### src/arfcc_pkg.sv
// Package for the radio API frame receiver with checksum check.
// Holds the shared types, codes and constants; no dependencies.
`timescale 1ns / 1ps
`default_nettype none

package arfcc_pkg;

  // Frame store limits
  localparam int unsigned BufferBytes = 128;  // range 16 .. 255
  localparam int unsigned DataOffset  = 15;   // range 12 .. 15
  localparam int unsigned QueueDepth  = 2;

  localparam logic [7:0] StartMark = 8'h7E;
  localparam logic [7:0] SumGood   = 8'hFF;

  localparam logic [7:0] AtRespTypeReset  = 8'h88;
  localparam logic [7:0] ReceiveTypeReset = 8'h90;

  // AT command characters, big-endian
  localparam logic [15:0] CmdHp = 16'h4850;
  localparam logic [15:0] CmdId = 16'h4944;
  localparam logic [15:0] CmdWr = 16'h5752;
  localparam logic [15:0] CmdAc = 16'h4143;

  typedef enum logic [1:0] {
    KindBadSum = 2'd0,
    KindAtResp = 2'd1,
    KindData   = 2'd2,
    KindOther  = 2'd3
  } frame_kind_e;

  typedef enum logic [2:0] {
    ReplyNone   = 3'd0,
    ReplySendId = 3'd1,
    ReplySendHp = 3'd2,
    ReplySendWr = 3'd3,
    ReplySendAc = 3'd4
  } reply_e;

  typedef enum logic [1:0] {
    CfgPeerAddr    = 2'd0,
    CfgAtRespType  = 2'd1,
    CfgReceiveType = 2'd2
  } cfg_index_e;

  typedef struct packed {
    logic [63:0] peer_addr;
    logic [7:0]  at_type;
    logic [7:0]  rx_type;
  } cfg_t;

  // One finished frame as the parser hands it on
  typedef struct packed {
    logic        sum_good;
    logic [7:0]  ftype;
    logic [15:0] length;
    logic [63:0] address;
    logic [7:0]  data_byte;
  } frame_rec_t;

  typedef struct packed {
    frame_kind_e kind;
    logic [7:0]  frame_type;
    logic [15:0] frame_length;
    logic [15:0] at_command;
    logic [7:0]  at_status;
    reply_e      reply_code;
    logic [63:0] sender_address;
    logic        sender_match;
    logic [7:0]  first_data_byte;
  } result_t;

  function automatic reply_e reply_for(logic [15:0] cmd, logic [7:0] status);
    logic   ok;
    reply_e r;
    ok = (status == 8'd0);
    case (cmd)
      CmdHp:   r = ok ? ReplySendId : ReplySendHp;
      CmdId:   r = ok ? ReplySendWr : ReplySendId;
      CmdWr:   r = ok ? ReplySendAc : ReplySendWr;
      CmdAc:   r = ok ? ReplyNone   : ReplySendAc;
      default: r = ReplyNone;
    endcase
    return r;
  endfunction

endpackage

`default_nettype wire

### src/arfcc_front.sv
// Byte parser: tracks position, length, checksum and captured bytes of a frame.
// Depends on arfcc_pkg; pushes one record per finished frame into the queue.
`timescale 1ns / 1ps
`default_nettype none

module arfcc_front (
  input  wire logic                  clk_i,
  input  wire logic                  rst_ni,
  input  wire logic                  valid_i,
  output logic                       ready_o,
  input  wire logic [7:0]            byte_i,
  input  wire logic                  full_i,
  output logic                       push_o,
  output arfcc_pkg::frame_rec_t      rec_o
);

  localparam logic [7:0] BufLimit = 8'(arfcc_pkg::BufferBytes);
  localparam logic [7:0] DataPos  = 8'(arfcc_pkg::DataOffset);

  logic [7:0]  pos_q, pos_d;
  logic        wait_q, wait_d;
  logic [7:0]  lhigh_q, lhigh_d;
  logic [15:0] len_q, len_d;
  logic [7:0]  sum_q, sum_d;
  logic [7:0]  type_q, type_d;
  logic [63:0] addr_q, addr_d;
  logic [7:0]  data_q, data_d;
  logic        accept;
  logic        is_mark;
  logic        wait_eff;

  assign ready_o = !full_i;
  assign accept  = valid_i && ready_o;

  always_comb begin
    is_mark  = (byte_i == arfcc_pkg::StartMark);
    wait_eff = is_mark ? 1'b0 : wait_q;
    pos_d    = pos_q;
    wait_d   = wait_q;
    lhigh_d  = lhigh_q;
    len_d    = len_q;
    sum_d    = sum_q;
    type_d   = type_q;
    addr_d   = addr_q;
    data_d   = data_q;
    push_o   = 1'b0;
    if (accept) begin
      // a delimiter restarts the frame wherever it falls
      if (is_mark) begin
        pos_d   = '0;
        wait_d  = 1'b0;
        lhigh_d = '0;
        len_d   = '0;
        sum_d   = '0;
        type_d  = '0;
        addr_d  = '0;
        data_d  = '0;
      end
      if (!wait_eff && (pos_d < BufLimit)) begin
        if (pos_d == 8'd1) lhigh_d = byte_i;
        if (pos_d == 8'd2) len_d = {lhigh_d, byte_i};
        if (pos_d >= 8'd3) sum_d = sum_d + byte_i;
        if (pos_d == 8'd3) type_d = byte_i;
        for (int k = 0; k < 8; k++) begin
          if (pos_d == 8'(11 - k)) addr_d[8*k +: 8] = byte_i;
        end
        if (pos_d == DataPos) data_d = byte_i;
        pos_d = pos_d + 8'd1;
        if ({9'd0, pos_d} == ({1'b0, len_d} + 17'd4)) begin
          wait_d = 1'b1;
          push_o = 1'b1;
        end
      end
    end
    rec_o.sum_good  = (sum_d == arfcc_pkg::SumGood);
    rec_o.ftype     = type_d;
    rec_o.length    = len_d;
    rec_o.address   = addr_d;
    rec_o.data_byte = data_d;
  end

  always_ff @(posedge clk_i or negedge rst_ni) begin
    if (!rst_ni) begin
      pos_q   <= '0;
      wait_q  <= 1'b1;
      lhigh_q <= '0;
      len_q   <= '0;
      sum_q   <= '0;
      type_q  <= '0;
      addr_q  <= '0;
      data_q  <= '0;
    end else begin
      pos_q   <= pos_d;
      wait_q  <= wait_d;
      lhigh_q <= lhigh_d;
      len_q   <= len_d;
      sum_q   <= sum_d;
      type_q  <= type_d;
      addr_q  <= addr_d;
      data_q  <= data_d;
    end
  end

  // a finished frame always leaves the parser hunting for a delimiter
  a_done_then_wait: assert property (@(posedge clk_i) disable iff (!rst_ni)
    push_o |=> wait_q)
    else $error("parser did not return to delimiter hunt after a frame");

endmodule

`default_nettype wire

### src/arfcc_queue.sv
// Short queue of finished frame records between parser and classifier.
// Depends on arfcc_pkg for the record type and depth.
`timescale 1ns / 1ps
`default_nettype none

module arfcc_queue (
  input  wire logic                  clk_i,
  input  wire logic                  rst_ni,
  input  wire logic                  push_i,
  input  wire arfcc_pkg::frame_rec_t rec_i,
  output logic                       full_o,
  input  wire logic                  pop_i,
  output logic                       valid_o,
  output arfcc_pkg::frame_rec_t      rec_o
);

  localparam int unsigned Depth = arfcc_pkg::QueueDepth;
  localparam int unsigned PtrW  = (Depth > 1) ? $clog2(Depth) : 1;
  localparam int unsigned CntW  = $clog2(Depth + 1);

  arfcc_pkg::frame_rec_t mem_q [Depth];
  logic [PtrW-1:0] wr_q, wr_d, rd_q, rd_d;
  logic [CntW-1:0] cnt_q, cnt_d;

  assign full_o  = (cnt_q == CntW'(Depth));
  assign valid_o = (cnt_q != '0);
  assign rec_o   = mem_q[rd_q];

  always_comb begin
    wr_d  = wr_q;
    rd_d  = rd_q;
    cnt_d = cnt_q;
    if (push_i) wr_d = (wr_q == PtrW'(Depth - 1)) ? '0 : wr_q + PtrW'(1);
    if (pop_i)  rd_d = (rd_q == PtrW'(Depth - 1)) ? '0 : rd_q + PtrW'(1);
    if (push_i && !pop_i) cnt_d = cnt_q + CntW'(1);
    if (pop_i && !push_i) cnt_d = cnt_q - CntW'(1);
  end

  always_ff @(posedge clk_i or negedge rst_ni) begin
    if (!rst_ni) begin
      wr_q  <= '0;
      rd_q  <= '0;
      cnt_q <= '0;
    end else begin
      wr_q  <= wr_d;
      rd_q  <= rd_d;
      cnt_q <= cnt_d;
    end
  end

  always_ff @(posedge clk_i) begin
    if (push_i) mem_q[wr_q] <= rec_i;
  end

  a_no_overflow: assert property (@(posedge clk_i) disable iff (!rst_ni)
    !(push_i && full_o))
    else $error("frame queue written while full");

  a_no_underflow: assert property (@(posedge clk_i) disable iff (!rst_ni)
    !(pop_i && !valid_o))
    else $error("frame queue read while empty");

endmodule

`default_nettype wire

### src/arfcc_back.sv
// Classifier: turns a finished frame record into a result and holds it
// in the output register. Depends on arfcc_pkg.
`timescale 1ns / 1ps
`default_nettype none

module arfcc_back (
  input  wire logic                  clk_i,
  input  wire logic                  rst_ni,
  input  wire arfcc_pkg::cfg_t       cfg_i,
  input  wire logic                  rec_valid_i,
  input  wire arfcc_pkg::frame_rec_t rec_i,
  output logic                       pop_o,
  output logic                       valid_o,
  input  wire logic                  ready_i,
  output arfcc_pkg::result_t         res_o
);

  localparam logic [16:0] DataPos = 17'(arfcc_pkg::DataOffset);

  logic               out_valid_q, out_valid_d;
  arfcc_pkg::result_t res_q, res_d;
  logic [16:0]        ck_pos;
  logic [63:0]        addr_m;

  assign pop_o   = rec_valid_i && (!out_valid_q || ready_i);
  assign valid_o = out_valid_q;
  assign res_o   = res_q;

  always_comb begin
    // checksum byte position; drop it where it landed in the address
    ck_pos = {1'b0, rec_i.length} + 17'd3;
    addr_m = rec_i.address;
    for (int k = 0; k < 8; k++) begin
      if (ck_pos == 17'(11 - k)) addr_m[8*k +: 8] = 8'd0;
    end

    res_d              = '0;
    res_d.frame_length = rec_i.length;
    if (!rec_i.sum_good) begin
      res_d.kind = arfcc_pkg::KindBadSum;
    end else begin
      res_d.frame_type = rec_i.ftype;
      if (rec_i.ftype == cfg_i.at_type) begin
        res_d.kind       = arfcc_pkg::KindAtResp;
        res_d.at_command = rec_i.address[55:40];
        res_d.at_status  = rec_i.address[39:32];
        res_d.reply_code = arfcc_pkg::reply_for(rec_i.address[55:40],
                                                rec_i.address[39:32]);
      end else if (rec_i.ftype == cfg_i.rx_type) begin
        res_d.kind            = arfcc_pkg::KindData;
        res_d.sender_address  = addr_m;
        res_d.sender_match    = (addr_m == cfg_i.peer_addr);
        res_d.first_data_byte = (DataPos < ck_pos) ? rec_i.data_byte : 8'd0;
      end else begin
        res_d.kind = arfcc_pkg::KindOther;
      end
    end

    out_valid_d = out_valid_q;
    if (pop_o) out_valid_d = 1'b1;
    else if (ready_i) out_valid_d = 1'b0;
  end

  always_ff @(posedge clk_i or negedge rst_ni) begin
    if (!rst_ni) out_valid_q <= 1'b0;
    else         out_valid_q <= out_valid_d;
  end

  always_ff @(posedge clk_i) begin
    if (pop_o) res_q <= res_d;
  end

  a_bad_sum_clean: assert property (@(posedge clk_i) disable iff (!rst_ni)
    (out_valid_q && res_q.kind == arfcc_pkg::KindBadSum) |->
      (res_q.frame_type == 8'd0 && res_q.sender_address == 64'd0 &&
       res_q.reply_code == arfcc_pkg::ReplyNone))
    else $error("bad checksum result carries non-zero fields");

endmodule

`default_nettype wire

### src/api_frame_receiver_checksum_check_top.sv
// Top level of the radio API frame receiver with checksum check.
// Depends on arfcc_pkg, arfcc_front, arfcc_queue and arfcc_back.
//
// Usage:
//   Received serial bytes enter on the s_axis channel, one byte per transfer.
//   A 0x7E byte starts a frame; bytes 1 and 2 give the length L; the frame
//   ends when L+4 bytes have been taken, and one result transfer leaves on
//   m_axis: checksum verdict and frame kind in tuser, captured fields in tdata.
//   Bytes outside a frame, and frames longer than the buffer, are swallowed without a result.
//   The parser updates combinationally on each transfer and pushes a
//   finished frame into a two-entry queue on the transfer of its last
//   byte; the classifier loads the output register from the queue head,
//   and the result is transferred from that register.
//   Throughput: one byte per cycle while the queue has room, set by the
//   combinational parser update. s_axis_tready drops only when the queue
//   is full, i.e. when results pile up behind a stalled m_axis receiver;
//   the queue and output register absorb up to three finished frames.
//   Reset clears all frame state and the queue; the block then hunts for a
//   delimiter. Configuration registers return to peer 0, AT response type
//   0x88 and receive type 0x90. Write them only while the block is idle;
//   cfg_ready_o is always high.
`timescale 1ns / 1ps
`default_nettype none

module api_frame_receiver_checksum_check_top (
  input  wire logic         clk_i,
  input  wire logic         rst_ni,
  // input byte stream
  input  wire logic         s_axis_tvalid,
  output logic              s_axis_tready,
  input  wire logic [7:0]   s_axis_tdata,   // [7:0] rx_byte
  // result stream
  output logic              m_axis_tvalid,
  input  wire logic         m_axis_tready,
  // [7:0] frame_type, [23:8] frame_length, [39:24] at_command,
  // [47:40] at_status, [50:48] reply_code, [114:51] sender_address,
  // [115] sender_match, [123:116] first_data_byte, [127:124] zero
  output logic [127:0]      m_axis_tdata,
  output logic [1:0]        m_axis_tuser,   // [1:0] frame_kind
  // configuration write channel
  input  wire logic         cfg_valid_i,
  output logic              cfg_ready_o,
  input  wire logic [1:0]   cfg_index_i,
  input  wire logic [63:0]  cfg_data_i
);

  arfcc_pkg::cfg_t       cfg_q, cfg_d;
  arfcc_pkg::frame_rec_t front_rec;
  arfcc_pkg::frame_rec_t head_rec;
  arfcc_pkg::result_t    res;
  logic                  push;
  logic                  pop;
  logic                  q_full;
  logic                  q_valid;

  // Configuration registers: always ready, index beyond the list is dropped
  assign cfg_ready_o = 1'b1;

  always_comb begin
    cfg_d = cfg_q;
    if (cfg_valid_i && cfg_ready_o) begin
      case (arfcc_pkg::cfg_index_e'(cfg_index_i))
        arfcc_pkg::CfgPeerAddr:    cfg_d.peer_addr = cfg_data_i;
        arfcc_pkg::CfgAtRespType:  cfg_d.at_type   = cfg_data_i[7:0];
        arfcc_pkg::CfgReceiveType: cfg_d.rx_type   = cfg_data_i[7:0];
        default: ;
      endcase
    end
  end

  always_ff @(posedge clk_i or negedge rst_ni) begin
    if (!rst_ni) begin
      cfg_q.peer_addr <= '0;
      cfg_q.at_type   <= arfcc_pkg::AtRespTypeReset;
      cfg_q.rx_type   <= arfcc_pkg::ReceiveTypeReset;
    end else begin
      cfg_q <= cfg_d;
    end
  end

  // Front: parse each byte transfer, push finished frames
  arfcc_front u_front (
    .clk_i   (clk_i),
    .rst_ni  (rst_ni),
    .valid_i (s_axis_tvalid),
    .ready_o (s_axis_tready),
    .byte_i  (s_axis_tdata),
    .full_i  (q_full),
    .push_o  (push),
    .rec_o   (front_rec)
  );

  // Queue: decouple the parser from a stalled result receiver
  arfcc_queue u_queue (
    .clk_i   (clk_i),
    .rst_ni  (rst_ni),
    .push_i  (push),
    .rec_i   (front_rec),
    .full_o  (q_full),
    .pop_i   (pop),
    .valid_o (q_valid),
    .rec_o   (head_rec)
  );

  // Back: classify against the configuration and hold the result
  arfcc_back u_back (
    .clk_i       (clk_i),
    .rst_ni      (rst_ni),
    .cfg_i       (cfg_q),
    .rec_valid_i (q_valid),
    .rec_i       (head_rec),
    .pop_o       (pop),
    .valid_o     (m_axis_tvalid),
    .ready_i     (m_axis_tready),
    .res_o       (res)
  );

  // Pack result fields, lowest field first
  assign m_axis_tuser = res.kind;
  assign m_axis_tdata = {4'd0,
                         res.first_data_byte,
                         res.sender_match,
                         res.sender_address,
                         res.reply_code,
                         res.at_status,
                         res.at_command,
                         res.frame_length,
                         res.frame_type};

endmodule

`default_nettype wire

### config.mk
export PLATFORM = sky130hd
export DESIGN_NAME = api_frame_receiver_checksum_check_top
export DESIGN_NICKNAME = d
export VERILOG_FILES = /design/src/arfcc_pkg.sv /design/src/arfcc_front.sv /design/src/arfcc_queue.sv /design/src/arfcc_back.sv /design/src/api_frame_receiver_checksum_check_top.sv
export SDC_FILE = /design/constraint.sdc
export NUM_CORES = 1
export LEC_CHECK = 0
export BUFFER_PORTS_ARGS = -buffer_cell sky130_fd_sc_hd__buf_4
export CAP_MARGIN = 40
export CORE_MARGIN = 8
export CORE_UTILIZATION = 45
export CTS_BUF_LIST = sky130_fd_sc_hd__clkbuf_16
export CTS_CLUSTER_SIZE = 20
export DETAILED_ROUTE_END_ITERATION = 16
export GPL_ROUTABILITY_DRIVEN = 0
export PLACE_DENSITY_LB_ADDON = 0.12
export SLEW_MARGIN = 0
export SYNTH_ARGS = -nofsm -noshare
export SYNTH_HDL_FRONTEND = slang
export SYNTH_SLANG_ARGS = --single-unit
### constraint.sdc
create_clock -name clk_i -period 10.7 [get_ports clk_i]
set_input_delay 1.605 -clock clk_i [delete_from_list [all_inputs] [get_ports clk_i]]
set_output_delay 1.605 -clock clk_i [all_outputs]
set_load 0.01 [all_outputs]
==> results.md, run 1 <==
- Status: finished clean
- FF+latch count, synth: 526
- RSZ-0062 raised after global routing: no
- Clock Latency Late Sink: 0.62 ns
- Die W: 237 um
- Most common cell in the synthesized netlist: edfxtp_1
- DRT Pass-1 Iters: 5
- Post-synth top area share: 43.7%
- Via count: 14,100
- CTS tree: done
- Hold path start: u_front.wait_q
- Pin count of the biggest net entering global routing: 92
- Average routed wire per standard cell: 24.6 um
- Highest Clock Rate: 178 MHz
- Initial DRC count: 1,056
- # clock sinks: 526
- Yosys warning count: 0
- Synthesis-to-layout area growth: 19.1%
- Worst setup EP type: register
- Synth Cell Area: 22,000 um2
- DRC viols: 0
- Post CTS Setup Buffer Count: 0
- Synthesized instance count: 1,569
- Post-synth EDFFs: 320
- Io pins: 212
- Final hold slack: 0.489 ns
- Ys flop type: edfxtp_1
- Clk buf depth: 3
- Final slew viol count: 0
- Asr flop ratio synth: 39.2%
- Leak Pwr: 0.0105 uW
- Core Region: 48,600 um2
- Gr usage total: 21.2%
- Cts hold-fix bufs: 0
- Synth area leader: edfxtp_1
- Maxcap violations: 0
- Mapped Avg Cell Area: 14.0 um2
- Clock slew at reported path FFs: 0.06 ns
- Final setup viols: 0
- Crit-path max FO: 62
- Data required, critical path: 10.97 ns
- WS Path Type: input port to register
- H-Tree Depth: 2
- Resized Gates After CTS: 0
- Slew HR: 39.8%
- Via-per-instance ratio: 5.72
- Final Net Count: 1,887
- Die Footprint: 56,200 um2
- Fin. Hold Viols: 0
- Hpwl dp: 43.2 mm
- First-pass GRT wire length: 91.6 mm
- GR Overflow Total: 0
- Placed Instances: 2,365
- Post-Route WL: 60.6 mm
- Synth unique cells: 78
- Setup TNS Final: 0 ns
- Initial Util: 45.2%
- Chip Height: 237 um
- Max VDD drop: 0.000221 V
- Antenna Cells: 0
- Finished Cell Area: 26,200 um2
- Worst Tran Pin Value: 0.877 ns
- Critical path origin: s_axis_tdata[1]
- Num CTS Buffers: 53
- Synth top area cells: edfxtp_1 44%, dfrtp_1 23%, mux2_2 4.9%, mux2i_1 4.7%, a22o_1 4.2%
- Final min period: 5.61 ns
- Crit path launch type: input port
- RR Startpoint: u_front.pos_q[4]
- Crit path DAT: 5.88 ns
- Antenna Nets Post-Route: 0
- Buffers on Ports: 206
- PwrDens: 262 nW/um2
- Hold Path Class: register to register
- Utilization after layout: 53.9%
- Final setup skew: 0.0206 ns
- Most common library cells after synthesis: 320 x edfxtp_1, 201 x dfrtp_1, 179 x nor2_1
- Seq/Total Area, Yosys: 67.1%
- Tcrit/Tclk final: 52.4%
- Root Buffer: clkbuf_16
- Non-filler cells in the finished layout: 2,465
- FP Rows: 81
- Placed Instance Area: 24,400 um2
- Vias in the first global route: 14,300
- Share of layout cells above drive strength 1: 24.5%
- Initial antenna violation count: 1
## registers in the layout, indices dropped and copies added (netlist names)
name	count
u_queue.cnt_q	2
u_front.type_q	8
u_front.addr_q	64
u_queue.mem_q	194
u_back.valid_o	1
u_front.sum_q	8
u_queue.wr_q	1
cfg_q	80
u_front.lhigh_q	8
u_front.wait_q	1
u_front.len_q	16
u_front.data_q	8
u_queue.rd_q	1
u_back.res_o	126
u_front.pos_q	8
## per-stage QoR
stage          worst slack (ns)  power (uW)
2_1_floorplan              1.11        4200
3_3_place_gp               3.88        4910
3_5_place_dp               4.51        4970
4_1_cts                    5.15        6910
5_1_grt                    4.86        7180
6_report                   5.09        6860
## routing by layer
| layer | wire length (um) | vias up | part of all wire, % | global-route usage, % |
|---|---|---|---|---|
| met2 | 28400 | 495 | 47 | 34.2 |
| met1 | 27200 | 7153 | 45 | 29.6 |
| met4 | 1270 | 0 | 2.1 | 5.28 |
| met3 | 3720 | 84 | 6.1 | 3.94 |
| li1 | - | 6380 | - | - |
| met5 | 0 | - | 0 | 0 |
## path summary, 6_finish.rpt
kind,endpoint,slack [ns],cells past startpoint
worst max-delay path,u_queue.mem_q[1][39],5.09,14
worst min-delay path,u_front.wait_q,0.49,2
worst max register to register,u_queue.mem_q[1][39],5.49,16
worst min register to register,u_front.wait_q,0.49,2
max in group asynchronous,u_queue.rd_q,8.19,2
min in group asynchronous,cfg_q[39],1.03,1
## cell type report
cell class              count  area (um2)
clock buffers              54        1350
clock inverters            46         460
fillers                  4046       22400
inverters                  22        82.6
multi-input cells         960        6900
flip-flops and latches    526       14800
well taps                 622         778
repair buffers            235        1880
## kinds of logic after synthesis
| kind of cell | count (synthesis) | synth area share [%] |
|---|---|---|
| flops | 526 | 67.1 |
| simple gates | 425 | 9.35 |
| compound gates | 265 | 8.97 |
| mux | 205 | 10.1 |
| buf+inv | 86 | 1.76 |
| xor+xnor | 50 | 2.05 |
| fa+ha+maj | 10 | 0.603 |
| other cells | 2 | 0.0341 |
## report_power, final
group          leakage [uW]  switching [uW]  internal (uW)
clock              0.000922             805           1120
combinational       0.00392            1090            809
sequential          0.00562             305           2730
## worst max-delay path, stage by stage
cell and delay (ns):
buf_4 0.25, or3b_2 0.49, or3_1 0.69, a21oi_4 0.39, nand2_1 0.28, a311oi_1 0.33, o211ai_1 0.14, nor4b_1 0.30
nand4_1 0.13, buf_4 0.21, nor2_4 0.27, buf_12 0.24, buf_4 0.17, buf_16 0.29
## placed cells by master, fill, tap and decap left out, drive strengths merged, types with 7 or more instances in the layout
cell / count
bufinv: 8
a22oi: 14
dfrtp: 201
nand3: 34
nand4: 16
a22o: 106
nor2: 179
buf: 234
clkinv: 18
and2: 12
o22ai: 15
ha: 9
nand2: 78
mux2: 99
mux2i: 106
o21ai: 49
nor4: 15
edfxtp: 320
nor3: 32
inv: 38
a21oi: 28
xnor2: 30
xor2: 19
or2: 7
nand2b: 11
clkbuf: 55
Power figures use the tool's default switching activity.
==> run 2, diff against run 1 <==
==> constraint.sdc (replaced) <==
create_clock -name clk_i -period 5.3 [get_ports clk_i]
set_input_delay 0.795 -clock clk_i [delete_from_list [all_inputs] [get_ports clk_i]]
set_output_delay 0.795 -clock clk_i [all_outputs]
set_load 0.01 [all_outputs]
==> run 2 against run 1 <==
Against the previous run: routed wire length increased by 0.17%; worst setup slack got worse by 4.6 ns; power up 100%; clock power grew 98%; via count is 0.74% higher; clock skew hardly changed; register-to-register slack worse by 5.0 ns; non-clock buffer count increased by 4; critical path type is now register to register; largest power group unchanged.
==> results.md, run 2 (synthesized netlist as in run 1, its figures left out) <==
- Global-route layer with the greatest usage: met2
- Vias in the first global route: 14,100 (-1.7%)
- Met1 Use GR: 30.4% (+0.77 points)
- Crit path largest cell delay: 0.53 ns (-0.16 ns)
- Placed Instance Area: 24,500 um2 (+0.24%)
- Data required, critical path: 5.55 ns (-5.42 ns)
- Worst flop-to-flop path endpoint: u_queue.mem_q[0][56]
- Antenna Cells: 0 (unchanged)
- Hold Path Class: input port to async pin
- Setup TNS Final: 0 ns (unchanged)
- Slew HR: 41.6% (+1.7 points)
- Commonest non-fill, non-tap cell in the layout: edfxtp_1
- GR Overflow Total: 0 (unchanged)
- Final WS setup: 0.488 ns (-4.60 ns)
- DRT Pass-1 Iters: 6 (+1)
- Via-per-instance ratio: 5.76 (+0.58%)
- Initial antenna violation count: 1 (unchanged)
- Max FFs per register: 194 (unchanged)
- Clock Latency Late Sink: 0.60 ns (-0.02 ns)
- Most frequent cells in the layout: 320 x edfxtp_1, 227 x buf_4, 200 x dfrtp_1
- Tcrit/Tclk final: 90.8%
- Crit-path max FO: 61 (-1.6%)
- # clock sinks: 526 (unchanged)
- Crit path DAT: 5.06 ns (-0.82 ns)
- Resized Gates After CTS: 0 (unchanged)
- Final slew viol count: 0 (unchanged)
- PwrDens: 524 nW/um2 (+100%)
- WS Path Type: register to register
- DRC viols: 0 (unchanged)
- CP most frequent cell: nand2_1
- Buffers on Ports: 206 (unchanged)
- RSZ-0062 raised after global routing: no
- Post-Route WL: 60.7 mm (+0.17%)
- M3 GR Usage: 4.27% (+0.34 points)
- Finished Cell Area: 26,300 um2 (+0.12%)
- Average routed wire per standard cell: 24.6 um (about the same)
- Die W: 237 um (unchanged)
- Crit-path cells: nor3_1, nand2_1, nor2_1, nand2_1, a21oi_2, ha_1, nand2_1, nor4_1, o21ai_0, a2111oi_0, nand4_1, buf_4, nor2_4, buf_12
- Maxcap violations: 0 (unchanged)
- Post-Place Worst Slack: 0.619 ns (-3.89 ns)
- Pin count of the biggest net entering global routing: 92 (unchanged)
- Via count: 14,200 (+0.74%)
- Synthesis-to-layout area growth: 19.3%
- Final min period: 4.81 ns
- Worst Reg-to-Reg Cells: 14 (-2)
- Num CTS Buffers: 53 (unchanged)
- Crit path launch type: register
- Worst Tran Pin Value: 0.852 ns (-0.0251 ns)
- Core Region: 48,600 um2 (unchanged)
- Max VDD drop: 0.000573 V (+160%)
- Die Footprint: 56,200 um2 (unchanged)
- Final Net Count: 1,891 (+0.21%)
- Chip Height: 237 um (unchanged)
- GR Layer Usage met2: 32.7% (-1.5 points)
- Hpwl dp: 42.5 mm (-1.6%)
- Antenna Nets Post-Route: 0 (unchanged)
- Clock slew at reported path FFs: 0.07 ns (about the same)
- Reg-to-reg slack, setup: 0.49 ns (-5.00 ns)
- Io pins: 212 (unchanged)
- Initial Util: 45.2% (unchanged)
- Share of layout cells above drive strength 1: 24.6% (+0.11 points)
- H-Tree Depth: 2 (unchanged)
- Fin. Hold Viols: 0 (unchanged)
- Final setup skew: 0.0203 ns (-0.000326 ns)
- First-pass GRT wire length: 91.0 mm (-0.61%)
- Status: finished clean
- Highest Clock Rate: 208 MHz
- CTS tree: done
- FP Rows: 81 (unchanged)
- Leak Pwr: 0.0105 uW (+0.28%)
- Gr usage total: 21.1% (-0.072 points)
- Cts hold-fix bufs: 0 (unchanged)
- Root Buffer: clkbuf_16
- Initial DRC count: 1,228 (+16%)
- CP max stage cell: nor4_1
- Post CTS Setup Buffer Count: 0 (unchanged)
- RR Startpoint: u_front.pos_q[4]
- Final setup viols: 0 (unchanged)
- Clk buf depth: 3 (unchanged)
- Worst setup EP type: register
- Register name with the most flops: u_queue.mem_q
-- run 2: layer usage --
layer | vias up | routed length [um]
met2 | 542 | 28100
met3 | 98 | 4420
met4 | 0 | 1360
met1 | 7200 | 26800
li1 | 6377 | -
met5 | - | 0
-- run 2: report_power, final --
part           internal (uW)  switching, uW  total, uW
Clock                   2230           1580       3810
Sequential              5510            596       6110
Combinational           1640           2200       3830
-- run 2: worst max-delay path: cells and delay by family, from the launching register on --
kind / cells / cell delay (ns)
simple gates: 8 / 2.42
compound gates: 3 / 0.74
fa+ha+maj: 1 / 0.20
buf+inv: 2 / 0.61
flops: 1 / 0.45
-- run 2: cell type report --
type	instances	area, um2
Multi-Input combinational cell	960	6910
Timing Repair Buffer	239	1920
Fill cell	4102	22400
Sequential cell	526	14800
Tap cell	622	778
Clock inverter	43	358
Clock buffer	57	1430
Inverter	22	82.6
-- run 2: worst max path at each step --
stage                                      end  depth (start not counted)              from
after CTS                 u_queue.mem_q[0][60]                         14  u_front.pos_q[4]
after global routing      u_queue.mem_q[0][56]                         14  u_front.pos_q[4]
final                     u_queue.mem_q[0][56]                         14  u_front.pos_q[4]
after global placement    u_queue.mem_q[0][96]                         15   s_axis_tdata[1]
after detailed placement   u_queue.mem_q[0][5]                         14  u_front.pos_q[4]
after floorplan            u_queue.mem_q[0][0]                         15   s_axis_tdata[7]
-- run 2: per-stage QoR --
step,util (%),total power [uW],hold WS [ns],instances
6_report,54.0,13800,0.123,2469
5_1_grt,54.0,14400,0.128,2469
4_1_cts,54.0,13900,0.107,2469
3_5_place_dp,50.3,10000,0.470,2369
3_3_place_gp,50.1,9940,0.472,2361
2_1_floorplan,-,8420,0.451,1572
==> run 3, diff against run 2 <==
--- a/config.mk
+++ b/config.mk
@@ -5,12 +5,13 @@
 export SDC_FILE = /design/constraint.sdc
 export NUM_CORES = 1
 export LEC_CHECK = 0
+export ABC_AREA = 1
 export BUFFER_PORTS_ARGS = -buffer_cell sky130_fd_sc_hd__buf_4
 export CAP_MARGIN = 40
 export CORE_MARGIN = 8
 export CORE_UTILIZATION = 45
 export CTS_BUF_LIST = sky130_fd_sc_hd__clkbuf_16
-export CTS_CLUSTER_SIZE = 20
+export CTS_CLUSTER_SIZE = 14
 export DETAILED_ROUTE_END_ITERATION = 16
 export GPL_ROUTABILITY_DRIVEN = 0
 export PLACE_DENSITY_LB_ADDON = 0.12
==> run 3 against run 2 <==
Against the previous run: clock skew rose by 0.012 ns; clock power barely moved; via count rose by 17%; register-to-register slack improved by 0.99 ns; non-clock buffer count fell by 3; synthesized cell count rose by 46%; fmax rose by 15%; worst hold slack improved by 0.29 ns; power rose by 6.5%; sequential share of layout area fell by 2.2 points; sequential power barely moved; critical endpoint is now u_queue.mem_q[1][92].
==> results.md, run 3 <==
- Share of layout cells above drive strength 1: 17.3% (-7.4 points)
- Io pins: 212 (unchanged)
- RSZ-0062 raised after global routing: no
- PwrDens: 536 nW/um2 (+2.4%)
- Root Buffer: clkbuf_16
- CP max stage cell: buf_12
- Sequential Power Share: 41.5% (-2.9 points)
- Multi-input logic area: 7070 um2 (+2.3%)
- Placed Instance Area: 25,500 um2 (+4.3%)
- Crit-path max FO: 97 (+59%)
- Initial Util: 45.3% (+0.091 points)
- Via count: 16,700 (+17%)
- Utilization after layout: 53.5% (-0.50 points)
- Placed Instances: 3,128 (+32%)
- Mapped Avg Cell Area: 10.1 um2 (-28%)
- Data required, critical path: 5.54 ns (about the same)
- Internal power contribution: 9450 uW (+0.74%)
- Register name with the most flops: u_queue.mem_q
- Reg-to-reg slack, setup: 1.48 ns (+0.99 ns)
- Fill count: 4,564 (+11%)
- Post CTS Setup Buffer Count: 0 (unchanged)
- Maxcap violations: 0 (unchanged)
- Post-synth EDFFs: 320 (unchanged)
- Final min period: 4.17 ns (-0.638 ns)
- Initial antenna violation count: 0 (-1)
- Hold Path Class: input port to register
- Status: finished clean
- GR Overflow Total: 0 (unchanged)
- Final setup viols: 0 (unchanged)
- Most common library cells after synthesis: 615 x nand2_1, 320 x edfxtp_1, 245 x nor2_1
- Fin. Hold Viols: 0 (unchanged)
- RR Startpoint: u_queue.rd_q
- Reg area: 14,800 um2 (unchanged)
- Seq/Total Area, Yosys: 63.8% (-3.3 points)
- Final Net Count: 2,597 (+37%)
- Crit-path cells: buf_4, inv_1, nor3_1, nand2_1, buf_4, nand2_4, nand2_1, nor2_1, nand2_2, inv_1, nand2_1, nand2_1, ha_1, inv_1, nor2_1, nand2_1, nor2_1, nand2_1, xor2_1, nand2_1, nor2_1, nand3_2, nor2_4, buf_12
- Die W: 243 um (+2.4%)
- Tcrit/Tclk final: 78.7% (-12 points)
- Crit path launch type: input port
- Logic pwr share: 32.6% (+4.7 points)
- Most common cell in the synthesized netlist: nand2_1
- Total power: 14,700 uW (+6.5%)
- H-Tree Depth: 2 (unchanged)
- Die Footprint: 59,000 um2 (+4.9%)
- Commonest non-fill, non-tap cell in the layout: nand2_1
- Vias in the first global route: 16,600 (+18%)
- CTS tree: done
- Cts hold-fix bufs: 1 (+1)
- Max VDD drop: 0.000302 V (-47%)
- Most frequent cells in the layout: 614 x nand2_1, 320 x edfxtp_1, 247 x inv_1
- Pin count of the biggest net entering global routing: 98 (+6.5%)
- Antenna Cells: 0 (unchanged)
- First-pass GRT wire length: 98.4 mm (+8.2%)
- WS Path Type: input port to register
- Worst Tran Pin Value: 0.886 ns (+0.0338 ns)
- Worst Reg-to-Reg Cells: 9 (-5)
- DRT Pass-1 Iters: 6 (unchanged)
- Chip Height: 243 um (+2.4%)
- # clock sinks: 526 (unchanged)
- Synth Cell Area: 23,200 um2 (+5.2%)
- Crit path DAT: 4.42 ns (-0.64 ns)
- Via-per-instance ratio: 5.15 (-10%)
- Gr usage total: 21.2% (+0.089 points)
- Clock share of power: 25.9% (-1.8 points)
- Switching Fraction: 35.5% (+3.7 points)
- Synthesis-to-layout area growth: 17.9%
- Clock slew at reported path FFs: 0.06 ns (about the same)
- Average routed wire per standard cell: 19.6 um (-20%)
- Buffers on Ports: 206 (unchanged)
- Ys flop type: edfxtp_1
- Synth area leader: edfxtp_1
- Leak Pwr: 0.0122 uW (+17%)
- Worst flop-to-flop path endpoint: u_back.res_o[29]
- Sw Pwr: 5200 uW (+19%)
- DRC viols: 0 (unchanged)
- Synth top area cells: edfxtp_1 41%, dfrtp_1 22%, nand2_1 10%, nor2_1 4.0%, inv_1 3.9%
- Hpwl dp: 45.1 mm (+6.1%)
- Post-synth top area share: 41.5% (-2.2 points)
- Synthesized instance count: 2,285 (+46%)
- Worst setup EP type: register
- Final setup skew: 0.0321 ns (+0.0119 ns)
- Yosys warning count: 0 (unchanged)
- Crit path largest cell delay: 0.44 ns (-0.09 ns)
- Clk buf depth: 3 (unchanged)
- FF+latch count, synth: 526 (unchanged)
- Initial DRC count: 1,391 (+13%)
- CP most frequent cell: nand2_1
- FP Rows: 83 (+2.5%)
- Post-Route WL: 63.3 mm (+4.3%)
- Worst Hold Depth: 2
- Hold Path Sink: cfg_q[53]
- Core Region: 51,100 um2 (+5.0%)
- Antenna Nets Post-Route: 0 (unchanged)
- Hold path start: cfg_data_i[37]
- Num CTS Buffers: 56 (+5.7%)
- Final slew viol count: 0 (unchanged)
- Slew HR: 40.9% (-0.63 points)
- Max FFs per register: 194 (unchanged)
- Finished Cell Area: 27,300 um2 (+4.1%)
- Asr flop ratio synth: 39.2% (unchanged)
- Resized Gates After CTS: 0 (unchanged)
- Synth unique cells: 51 (-35%)
- Highest Clock Rate: 240 MHz (+15%)
- Non-filler cells in the finished layout: 3,235 (+31%)
- Clock Latency Late Sink: 0.61 ns (about the same)
==> run 3: per-layer routing <==
layer  track usage (%)  up-vias  routed length (um)
met4              7.28        0                1990
met5                 0        -                   0
met1              29.2     8015               28300
met3              3.51      106                3730
li1                  -     7992                   -
met2              33.9      562               29200
==> run 3: worst max path at each step <==
stage,slack (ns),depth (start not counted),endpoint,from
final,1.13,24,u_queue.mem_q[1][92],s_axis_tdata[5]
after global routing,0.63,24,u_queue.mem_q[1][67],s_axis_tdata[5]
after CTS,1.21,24,u_queue.mem_q[1][96],s_axis_tdata[5]
after detailed placement,0.58,24,u_queue.mem_q[1][5],s_axis_tdata[5]
after global placement,0.66,24,u_queue.mem_q[1][5],s_axis_tdata[5]
after floorplan,-0.17,6,u_queue.cnt_q[1],m_axis_tready
==> run 3: worst max-delay path: cells and delay by family <==
kind | cells | cell delay (ns)
adder cells (fa/ha/maj) | 1 | 0.20
XOR/XNOR | 1 | 0.15
buffers and inverters | 6 | 1.02
AND/OR/NAND/NOR | 16 | 2.13
==> run 3: logic make-up after synthesis <==
kind of cell,count (synthesis),share of synthesized area (%)
AOI/OAI and AO/OA,276,6.63
xor gates and xnor gates,29,1.10
other,2,0.0324
adders and majority gates,10,0.573
DFF,526,63.8
muxes,46,2.19
buffers and inverters,325,5.89
and+or+nand+nor,1071,19.8
==> run 3: cell type report <==
cell class                 count  share of cell area, %
multi-input combinational   1437                   25.9
timing repair buffer         236                   6.95
clock inverter                48                   1.30
tap                          680                   3.11
clock buffer                  57                   5.22
sequential                   526                   54.1
inverter                     251                   3.46
==> run 3: metrics by stage <==
step | setup WS, ns | hold slack, ns | setup TNS, ns
global placement | 0.659 | 0.460 | 0
CTS | 1.21 | 0.382 | 0
global route | 0.633 | 0.391 | 0
finish | 1.13 | 0.417 | 0
floorplan | -0.169 | 0.442 | -0.169
detailed placement | 0.579 | 0.463 | 0
==> run 3: power by group through the flow <==
stage	Clock (uW)	Sequential, uW	Combinational (uW)
3_5_place_dp	0	6160	4770
2_1_floorplan	0	6260	2740
3_3_place_gp	0	6150	4670
4_1_cts	3880	6090	4790
5_1_grt	4040	6180	5280
6_report	3790	6090	4770
